`src/hdl/srr45_pkg.sv`:
```
// ============================================================================
// srr45_pkg - shared types and constants for the square ring rotate mapper
// Image size limits, configuration register codes and the pipeline tag.
// ============================================================================
`default_nettype none

package srr45_pkg;

    // Largest image side the mapper supports.
    localparam int MAX_SIDE = 4095;

    // Payload widths.
    localparam int COORD_W = 12;                 // pixel column / row
    localparam int HALF_W  = 11;                 // half_size register
    localparam int STEPS_W = 3;                  // rotation_steps register
    localparam int RING_W  = 11;                 // ring radius r
    localparam int PIDX_W  = 14;                 // perimeter index 0..8r-1
    localparam int OFS_W   = 13;                 // signed offset from centre

    // Half-size clamp so that 2*half+1 never exceeds MAX_SIDE.
    localparam logic [HALF_W-1:0] HALF_MAX = HALF_W'((MAX_SIDE - 1) / 2);

    // Configuration port.
    localparam int CFG_IDX_W  = 1;
    localparam int CFG_DATA_W = 11;
    localparam logic [CFG_IDX_W-1:0] CFG_HALF_SIZE = CFG_IDX_W'(0);
    localparam logic [CFG_IDX_W-1:0] CFG_ROT_STEPS = CFG_IDX_W'(1);

    localparam logic [STEPS_W-1:0] STEPS_RESET = STEPS_W'(1);

    // Control that travels alongside each coordinate.
    typedef struct packed {
        logic valid;
        logic outside;
    } t_tag;

endpackage : srr45_pkg

`default_nettype wire

```
`src/hdl/srr45_ring_walk.sv`:
```
// ============================================================================
// srr45_ring_walk - perimeter rotation and index-to-offset conversion
// Two register stages: rewind the perimeter index by steps*r with wrap,
// then turn the index back into a (dx,dy) offset on the same ring.
// ============================================================================
`default_nettype none

module srr45_ring_walk (
    input  wire                                  i_clk,
    input  wire                                  i_rst_n,
    input  srr45_pkg::t_tag                      i_tag,
    input  wire [srr45_pkg::PIDX_W-1:0]          i_pidx,
    input  wire [srr45_pkg::RING_W-1:0]          i_ring,
    input  wire [srr45_pkg::STEPS_W-1:0]         i_steps,
    output srr45_pkg::t_tag                      o_tag,
    output logic signed [srr45_pkg::OFS_W-1:0]   o_sx,
    output logic signed [srr45_pkg::OFS_W-1:0]   o_sy
);
    import srr45_pkg::*;

    // ---- stage A: q = p - steps*r, wrapped into 0..8r-1 -------------------
    logic [PIDX_W-1:0]     w_back;
    logic signed [15:0]    w_q;
    logic signed [15:0]    w_qw;

    t_tag                  r_a_tag;
    logic [PIDX_W-1:0]     r_a_q;
    logic [RING_W-1:0]     r_a_ring;

    assign w_back = {{(PIDX_W-RING_W){1'b0}}, i_ring} * {{(PIDX_W-STEPS_W){1'b0}}, i_steps};
    assign w_q    = $signed({2'b00, i_pidx}) - $signed({2'b00, w_back});
    assign w_qw   = (w_q < 0) ? w_q + $signed({2'b00, i_ring, 3'b000}) : w_q;

    always_ff @(posedge i_clk) begin
        if (!i_rst_n) begin
            r_a_tag <= '0;
        end else begin
            r_a_tag <= i_tag;
        end
        r_a_q    <= w_qw[PIDX_W-1:0];
        r_a_ring <= i_ring;
    end

    // ---- stage B: perimeter index back to an offset -----------------------
    logic signed [15:0] w_qs;
    logic signed [15:0] w_rs;
    logic signed [15:0] w_r2;
    logic signed [15:0] w_r3;
    logic signed [15:0] w_r4;
    logic signed [15:0] w_r5;
    logic signed [15:0] w_r6;
    logic signed [15:0] w_r7;
    logic signed [15:0] n_sx;
    logic signed [15:0] n_sy;

    assign w_qs = $signed({2'b00, r_a_q});
    assign w_rs = $signed({5'b00000, r_a_ring});
    assign w_r2 = w_rs <<< 1;
    assign w_r4 = w_rs <<< 2;
    assign w_r3 = w_r2 + w_rs;
    assign w_r5 = w_r4 + w_rs;
    assign w_r6 = w_r4 + w_r2;
    assign w_r7 = w_r6 + w_rs;

    always_comb begin
        priority if (w_qs <= w_r2) begin          // top edge
            n_sx = w_qs - w_rs;
            n_sy = -w_rs;
        end else if (w_qs <= w_r4) begin          // right edge
            n_sx = w_rs;
            n_sy = w_qs - w_r3;
        end else if (w_qs <= w_r6) begin          // bottom edge
            n_sx = w_r5 - w_qs;
            n_sy = w_rs;
        end else begin                            // left edge
            n_sx = -w_rs;
            n_sy = w_r7 - w_qs;
        end
    end

    always_ff @(posedge i_clk) begin
        if (!i_rst_n) begin
            o_tag <= '0;
        end else begin
            o_tag <= r_a_tag;
        end
        o_sx <= n_sx[OFS_W-1:0];
        o_sy <= n_sy[OFS_W-1:0];
    end

endmodule : srr45_ring_walk

`default_nettype wire

```
`src/hdl/square_ring_rotate45_mapper.sv`:
```
// ============================================================================
// square_ring_rotate45_mapper - source coordinate for a 45 degree ring rotation
// Maps each output pixel coordinate to the input pixel it is copied from.
// ============================================================================
//
// One transaction per clock: a coordinate is taken at every edge where start
// is high (busy is tied low, the pipeline never refuses), and its result
// appears on the o_source_* ports with o_valid high for exactly one cycle
// from the output register. Results leave in the order the coordinates came
// in. The pipeline registers these steps in order: offset and bounds check,
// ring radius and perimeter index, rewind along the perimeter, index back to
// an offset, and the final add of the centre. The receiver cannot stall, so
// nothing is held back. Write half_size and rotation_steps only while no
// transaction is in flight; the image side is 2*half_size+1 and a coordinate
// at or beyond the side returns zeros with o_outside set.
`default_nettype none

module square_ring_rotate45_mapper (
    input  wire                                  i_clk,
    input  wire                                  i_rst_n,
    // command channel
    input  wire                                  start,
    output logic                                 busy,
    input  wire [srr45_pkg::COORD_W-1:0]         i_dest_col,
    input  wire [srr45_pkg::COORD_W-1:0]         i_dest_row,
    // result channel
    output logic                                 o_valid,
    output logic [srr45_pkg::COORD_W-1:0]        o_source_col,
    output logic [srr45_pkg::COORD_W-1:0]        o_source_row,
    output logic                                 o_outside,
    // configuration writes
    input  wire                                  i_cfg_we,
    input  wire [srr45_pkg::CFG_IDX_W-1:0]       i_cfg_index,
    input  wire [srr45_pkg::CFG_DATA_W-1:0]      i_cfg_data
);
    import srr45_pkg::*;

    // ---- configuration registers ------------------------------------------
    logic [HALF_W-1:0]  r_half;
    logic [STEPS_W-1:0] r_steps;

    always_ff @(posedge i_clk) begin
        if (!i_rst_n) begin
            r_half  <= '0;
            r_steps <= STEPS_RESET;
        end else if (i_cfg_we) begin
            unique case (i_cfg_index)
                CFG_HALF_SIZE: r_half  <= (i_cfg_data[HALF_W-1:0] > HALF_MAX)
                                          ? HALF_MAX : i_cfg_data[HALF_W-1:0];
                CFG_ROT_STEPS: r_steps <= i_cfg_data[STEPS_W-1:0];
                default: ;
            endcase
        end
    end

    assign busy = 1'b0;

    // ---- stage 1: bounds check and offset from centre ---------------------
    logic [COORD_W-1:0]     w_side;
    t_tag                   r_s1_tag;
    logic signed [OFS_W-1:0] r_s1_dx;
    logic signed [OFS_W-1:0] r_s1_dy;

    assign w_side = {r_half, 1'b1};             // 2*half+1

    always_ff @(posedge i_clk) begin
        if (!i_rst_n) begin
            r_s1_tag.valid <= 1'b0;
        end else begin
            r_s1_tag.valid <= start & ~busy;
        end
        r_s1_tag.outside <= (i_dest_col >= w_side) || (i_dest_row >= w_side);
        r_s1_dx <= $signed({1'b0, i_dest_col}) - $signed({2'b00, r_half});
        r_s1_dy <= $signed({1'b0, i_dest_row}) - $signed({2'b00, r_half});
    end

    // ---- stage 2: ring radius and clockwise perimeter index ---------------
    // Index starts at the ring's top-left corner: top edge dx+r, right edge
    // 3r+dy, bottom edge 5r-dx, left edge 7r-dy. The centre falls out as 0.
    logic [OFS_W-1:0]    w_adx;
    logic [OFS_W-1:0]    w_ady;
    logic [OFS_W-1:0]    w_rmax;
    logic signed [15:0]  w_dx;
    logic signed [15:0]  w_dy;
    logic signed [15:0]  w_r;
    logic signed [15:0]  n_p;

    t_tag                r_s2_tag;
    logic [PIDX_W-1:0]   r_s2_p;
    logic [RING_W-1:0]   r_s2_ring;

    assign w_adx  = r_s1_dx[OFS_W-1] ? OFS_W'(-r_s1_dx) : r_s1_dx;
    assign w_ady  = r_s1_dy[OFS_W-1] ? OFS_W'(-r_s1_dy) : r_s1_dy;
    assign w_rmax = (w_adx > w_ady) ? w_adx : w_ady;
    assign w_dx   = 16'(r_s1_dx);
    assign w_dy   = 16'(r_s1_dy);
    assign w_r    = $signed({5'b00000, w_rmax[RING_W-1:0]});

    always_comb begin
        priority if (w_dy == -w_r) begin
            n_p = w_dx + w_r;
        end else if (w_dx == w_r) begin
            n_p = (w_r <<< 1) + w_r + w_dy;
        end else if (w_dy == w_r) begin
            n_p = (w_r <<< 2) + w_r - w_dx;
        end else begin
            n_p = (w_r <<< 3) - w_r - w_dy;
        end
    end

    always_ff @(posedge i_clk) begin
        if (!i_rst_n) begin
            r_s2_tag <= '0;
        end else begin
            r_s2_tag <= r_s1_tag;
        end
        r_s2_p    <= n_p[PIDX_W-1:0];
        r_s2_ring <= w_rmax[RING_W-1:0];
    end

    // ---- stages 3 and 4: rotate along the ring ----------------------------
    t_tag                    w_s4_tag;
    logic signed [OFS_W-1:0] w_s4_sx;
    logic signed [OFS_W-1:0] w_s4_sy;

    srr45_ring_walk u_walk (
        .i_clk   (i_clk),
        .i_rst_n (i_rst_n),
        .i_tag   (r_s2_tag),
        .i_pidx  (r_s2_p),
        .i_ring  (r_s2_ring),
        .i_steps (r_steps),
        .o_tag   (w_s4_tag),
        .o_sx    (w_s4_sx),
        .o_sy    (w_s4_sy)
    );

    // ---- stage 5: add centre back, zero when outside ----------------------
    logic signed [OFS_W-1:0] w_col;
    logic signed [OFS_W-1:0] w_row;

    assign w_col = $signed({2'b00, r_half}) + w_s4_sx;
    assign w_row = $signed({2'b00, r_half}) + w_s4_sy;

    always_ff @(posedge i_clk) begin
        if (!i_rst_n) begin
            o_valid <= 1'b0;
        end else begin
            o_valid <= w_s4_tag.valid;
        end
        o_outside    <= w_s4_tag.outside;
        o_source_col <= w_s4_tag.outside ? '0 : w_col[COORD_W-1:0];
        o_source_row <= w_s4_tag.outside ? '0 : w_row[COORD_W-1:0];
    end

`ifndef SYNTHESIS
    // every accepted transaction produces a result at the pipeline output
    a_latency: assert property (@(posedge i_clk) disable iff (!i_rst_n)
        (start && !busy) |-> ##5 o_valid)
        else $error("accepted transaction produced no result");

    // results only for accepted transactions
    a_no_spurious: assert property (@(posedge i_clk) disable iff (!i_rst_n)
        (o_valid && $past(i_rst_n, 5)) |-> $past(start && !busy, 5))
        else $error("result without an accepted transaction");

    // out-of-image coordinates come back as zeros
    a_outside_zero: assert property (@(posedge i_clk) disable iff (!i_rst_n)
        (o_valid && o_outside) |-> (o_source_col == '0 && o_source_row == '0))
        else $error("outside result carries nonzero coordinates");

    // reset flushes the pipeline
    a_reset_flush: assert property (@(posedge i_clk)
        !i_rst_n |=> !o_valid)
        else $error("result strobe right after reset");
`endif

endmodule : square_ring_rotate45_mapper

`default_nettype wire
```
`config.mk`:
```
export PLATFORM = sky130hd
export DESIGN_NAME = square_ring_rotate45_mapper
export DESIGN_NICKNAME = d
export VERILOG_FILES = /design/src/hdl/srr45_pkg.sv /design/src/hdl/srr45_ring_walk.sv /design/src/hdl/square_ring_rotate45_mapper.sv
export SDC_FILE = /design/constraint.sdc
export NUM_CORES = 1
export LEC_CHECK = 0
export ABC_AREA = 1
export BUFFER_PORTS_ARGS = -buffer_cell sky130_fd_sc_hd__buf_2
export CELL_PAD_IN_SITES_DETAIL_PLACEMENT = 1
export CELL_PAD_IN_SITES_GLOBAL_PLACEMENT = 1
export CORE_ASPECT_RATIO = 1.1
export CORE_MARGIN = 4
export CORE_UTILIZATION = 52
export CTS_CLUSTER_DIAMETER = 30
export DETAILED_ROUTE_END_ITERATION = 8
export GPL_ROUTABILITY_DRIVEN = 0
export PLACE_DENSITY = 0.89
export SLEW_MARGIN = 5
export SYNTH_ARGS = -nofsm -noshare
export SYNTH_HDL_FRONTEND = slang
export SYNTH_SLANG_ARGS = --single-unit
export TNS_END_PERCENT = 30
```
`constraint.sdc`:
```
create_clock -name i_clk -period 15.68 [get_ports i_clk]
set_input_delay 3.136 -clock i_clk [delete_from_list [all_inputs] [get_ports i_clk]]
set_output_delay 3.136 -clock i_clk [all_outputs]
set_load 0.1 [all_outputs]
```
==> results.txt, run 1 <==
status = finished clean
die width = 180 um
DP Wirelength = 45300 um
Least-Margin Pin Slew = 1010 ps
ranking of synthesized cells by area = ha_1 22%, dfxtp_1 17%, fa_1 9.4%, nand2_1 8.6%, inv_1 7.5%
RSZ-0062 raised after global routing = false
vias in the first global route = 17700
nets@finish = 2750
CTS Root Cell = clkbuf_16
Initial Utilization = 0.526
post-cts hold buffer count = 0
Synth area leader = ha_1
# Max-Cap Violations = 0
clock sink count = 148
H-tree depth = 4
Die ar. = 35700 sq um
max_slew headroom = 0.322
clock skew = 14.3 ps
via/cell ratio = 5.85
Clk Latency, worst-skew pair = 450 ps
Startpoint Class = flip-flop
first-pass GRT wire length = 90300 um
top cells by count, synth = 391 x nand2_1, 338 x inv_1, 304 x ha_1
Top Ports = 67
maximum clock rate = 141 MHz
storage element area = 2960 sq um
multi-input logic area = 12600 sq um
worst endpoint required time = 16070 ps
Final Setup Violations = 0
Tmin final = 7110 ps
initial antenna violation count = 0
Diodes inserted = 0
Critical Path Most Common Cell = nand2_1
DR vias = 16200
Max Slew Vio Count = 0
number of remaining DRC errors = 0
post-synthesis sequential area ratio = 0.174
First DRT Iteration DRCs = 773
Num CTS Buffers = 17
DR WL/cell = 20.2 um
Tightest Hold Check Type = flip-flop to flip-flop
final period utilization = 0.454
CTS tree = done
GRT Util Overall = 0.312
Yosys cell types = 51
Critical-path top delay cell = dfxtp_1
number of synthesized flops with an enable pin = 0
reg2reg path depth = 40
Chip Height = 198 um
Synth top area share = 0.224
largest net degree at the start of global routing = 36
fillers = 4214
Port Buf Inserts = 65
CORE AREA = 32300 sq um
Async S/R FF share, synth = 0
count of final hold-check violations = 0
Mean Syn Cell Area = 7.48 sq um
DR pass1 iterations = 5
row cnt = 69
final WL = 55900 um
most common cell in the netlist = nand2_1
synthesized flop and latch total = 148
clock transition at the registers of the reported paths = 70 ps
CP Data Arrival Time = 7510 ps
final antenna-violating net count = 0
setup bufs post-CTS = 0
GR Overflow Total = 0
area grow syn2layout = 7.75%
mapped cell area = 17000 sq um
Resize count post-CTS = 0
kind of critical path = flip-flop to flip-flop
syn nets = 2696
share of layout cells above drive strength 1 = 0.0676
post-route setup TNS = 0 ps
CP max stage delay = 790 ps
hold depth = 2
post-synthesis cell count = 2272
CP endpoint kind = flip-flop
Top FF cell, synth = dfxtp_1
CP max FO = 17
Clock Path Buffers = 2
synth warn = 0
layer usage:
metal,global-route usage,vias up,routed length (um)
li1,-,7634,-
met1,0.344,7860,21900
met2,0.574,459,28100
met5,0,-,0
met3,0.0403,226,2090
met4,0.186,0,3820
flip-flops by register name, summed over array words and instances (netlist names):
register	cells
o_outside	1
o_source_col	12
o_source_row	12
o_valid	1
r_half	11
r_s1_dx	13
r_s1_dy	13
r_s1_tag	2
r_s2_p	14
r_s2_ring	11
r_s2_tag	2
r_steps	3
u_walk.o_sx	12
u_walk.o_sy	12
u_walk.o_tag	2
u_walk.r_a_q	14
u_walk.r_a_ring	11
u_walk.r_a_tag	2
worst paths after layout:
path / startpoint / end / slack, ps
worst max-delay path: r_s1_dy[12]$_DFF_P_ / r_s2_p[13]$_DFF_P_ / 8570
worst min-delay path: u_walk.o_tag[1]$_SDFF_PN0_ / o_valid$_SDFF_PN0_ / 420
worst max register to register: r_s1_dy[12]$_DFF_P_ / r_s2_p[13]$_DFF_P_ / 8570
worst min register to register: u_walk.o_tag[1]$_SDFF_PN0_ / o_valid$_SDFF_PN0_ / 420
cells by family (layout without fill, tap and decap cells):
kind of cell	after synthesis	in the layout	synth area share
XOR/XNOR	140	140	0.0721
flip-flops	148	148	0.174
AND/OR/NAND/NOR	728	728	0.188
buffers and inverters	380	447	0.0870
other	1	1	0.000221
adder cells (fa/ha/maj)	384	384	0.318
AO/OA/AOI/OAI	491	491	0.160
placed cells by master, fill, tap and decap left out, types with 33 or more instances in the layout:
cell and count:
xnor2_1 33, nor2_1 115, nand2_1 391, nand3_1 130, ha_1 304, o21ai_0 151, inv_1 338, xor2_1 107
dfxtp_1 148, fa_1 80, a21oi_1 232, buf_2 65
cell type report:
cell class | count | share of cell area
Tap cell | 426 | 0.0291
Multi-Input combinational cell | 1744 | 0.686
Clock inverter | 15 | 0.0102
Inverter | 347 | 0.0711
Sequential cell | 148 | 0.162
Clock buffer | 17 | 0.0232
Timing Repair Buffer | 68 | 0.0190
metrics by stage:
stage | worst slack [ps] | area, sq um | hold slack (ps) | instances | util
3_5_place_dp | 8720 | 17700 | 402 | 2733 | 0.548
2_1_floorplan | 9660 | 17000 | 374 | 2272 | -
4_1_cts | 8650 | 18300 | 419 | 2765 | 0.567
6_report | 8570 | 18300 | 416 | 2765 | 0.567
3_3_place_gp | 9000 | 17700 | 393 | 2733 | 0.548
5_1_grt | 8000 | 18300 | 440 | 2765 | 0.567
critical path, delay by kind of cell (launching register included):
family | cells | cell delay, ps
and+or+nand+nor | 22 | 2330
adders and majority gates | 3 | 1090
xor gates and xnor gates | 3 | 570
buffers and inverters | 5 | 750
DFF | 1 | 790
AOI/OAI and AO/OA | 7 | 1480
Power of run 1 is not shown: default switching activity piles up to over one toggle a cycle in this logic, so the estimate is an artifact.
==> run 2, diff against run 1 <==
--- a/config.mk
+++ b/config.mk
@@ -11,11 +11,11 @@
 export CELL_PAD_IN_SITES_GLOBAL_PLACEMENT = 1
 export CORE_ASPECT_RATIO = 1.1
 export CORE_MARGIN = 4
-export CORE_UTILIZATION = 52
+export CORE_UTILIZATION = 48
 export CTS_CLUSTER_DIAMETER = 30
 export DETAILED_ROUTE_END_ITERATION = 8
 export GPL_ROUTABILITY_DRIVEN = 0
-export PLACE_DENSITY = 0.89
+export PLACE_DENSITY = 0.83
 export SLEW_MARGIN = 5
 export SYNTH_ARGS = -nofsm -noshare
 export SYNTH_HDL_FRONTEND = slang
==> constraint.sdc (replaced) <==
create_clock -name i_clk -period 7.29 [get_ports i_clk]
set_input_delay 1.458 -clock i_clk [delete_from_list [all_inputs] [get_ports i_clk]]
set_output_delay 1.458 -clock i_clk [all_outputs]
set_load 0.1 [all_outputs]
==> results.txt, run 2 (same netlist as run 1, synthesis figures left out) <==
share of layout cells above drive strength 1 = 0.0731
Least-Margin Pin Slew = 907 ps
CP Data Arrival Time = 7010 ps
Top Ports = 67
Tmin final = 6610 ps
Clock Path Buffers = 2
Clk Latency, worst-skew pair = 450 ps
clock skew = 13.0 ps
kind of critical path = flip-flop to flip-flop
# Max-Cap Violations = 0
DR pass1 iterations = 5
Final Setup Violations = 0
Tightest Hold Check Type = flip-flop to flip-flop
vias in the first global route = 16900
Initial Utilization = 0.485
CP endpoint kind = flip-flop
area grow syn2layout = 8.41%
Startpoint Class = flip-flop
Num CTS Buffers = 17
Hold WS = 419 ps
number of remaining DRC errors = 0
CP max stage delay = 490 ps
worst endpoint required time = 7690 ps
First DRT Iteration DRCs = 682
fillers = 4498
clock sink count = 148
CTS tree = done
CP max FO = 16
DR vias = 15800
maximum clock rate = 151 MHz
status = finished clean
RSZ-0062 raised after global routing = false
H-tree depth = 4
Critical-path top delay cell = dfxtp_1
count of final hold-check violations = 0
final WL = 54100 um
post-route setup TNS = 0 ps
via/cell ratio = 5.65
die width = 187 um
DR WL/cell = 19.3 um
Chip Height = 205 um
CORE AREA = 35000 sq um
placed cell count = 2762
commonest cells after routing, fill and taps aside = 391 x nand2_1, 338 x inv_1, 304 x ha_1, 232 x a21oi_1, 151 x o21ai_0
final period utilization = 0.907
top flop regs = r_s2_p x14, u_walk.r_a_q x14
first-pass GRT wire length = 87000 um
row cnt = 72
GR Overflow Total = 0
DP Wirelength = 44700 um
CTS Root Cell = clkbuf_16
initial antenna violation count = 0
commonest non-fill, non-tap cell in the layout = nand2_1
clock transition at the registers of the reported paths = 70 ps
Critical Path Most Common Cell = nand2_1
GRT Util Overall = 0.280
largest net degree at the start of global routing = 36
final std cells w/o fill = 2798
nets@finish = 2765
max_slew headroom = 0.393
Die ar. = 38500 sq um
Max Slew Vio Count = 0
final antenna-violating net count = 0
Port Buf Inserts = 65
Diodes inserted = 0
==> run 2: critical path: cells and delay by family, from the launching register on <==
family	cells	cell delay [ps]
AND/OR/NAND/NOR	18	2000
adder cells (fa/ha/maj)	4	1330
AO/OA/AOI/OAI	7	1280
buffers and inverters	8	910
XOR/XNOR	3	530
flip-flops	1	490
==> run 2: final cells by class <==
type,count,area [sq um],share of cell area
tap,444,556,0.0301
inverter,347,1300,0.0707
multi-input combinational,1744,12600,0.681
sequential,148,2960,0.161
timing repair buffer,83,460,0.0250
clock inverter,14,161,0.00876
clock buffer,18,429,0.0233
==> run 2: what timing repair did <==
action | CTS | global route
endpoints found under the hold margin | 0 | 0
hold buffers | 0 | 0
setup endpoints to repair | 0 | 2
gates resized for setup | 0 | 0
buffers inserted | 0 | 4
==> run 2: worst paths after layout <==
kind                                        startpoint                            to  slack, ps  depth (start not counted)
worst max-delay path                r_s1_dy[1]$_DFF_P_            r_s2_p[13]$_DFF_P_        680                         40
worst min-delay path            r_s2_tag[0]$_SDFF_PN0_  u_walk.r_a_tag[0]$_SDFF_PN0_        420                          2
worst max register to register      r_s1_dy[1]$_DFF_P_            r_s2_p[13]$_DFF_P_        680                         40
worst min register to register  r_s2_tag[0]$_SDFF_PN0_  u_walk.r_a_tag[0]$_SDFF_PN0_        420                          2
==> run 2: per-layer routing <==
layer  vias to the layer above  GRT usage  wire, um
met2                       286      0.522     27700
met1                      7729      0.315     22100
met3                       152     0.0327      1450
met4                         0      0.144      2900
met5                         -          0         0
li1                       7653          -         -
==> run 2: through the flow <==
| step | instance area, sq um | worst slack [ps] | util |
|---|---|---|---|
| after floorplan | 17000 | 1270 | - |
| after global placement | 17800 | 913 | 0.508 |
| after detailed placement | 17800 | 600 | 0.508 |
| after CTS | 18400 | 547 | 0.525 |
| after global routing | 18400 | 118 | 0.526 |
| final | 18400 | 680 | 0.526 |
Power of run 2 is left out for the same reason.
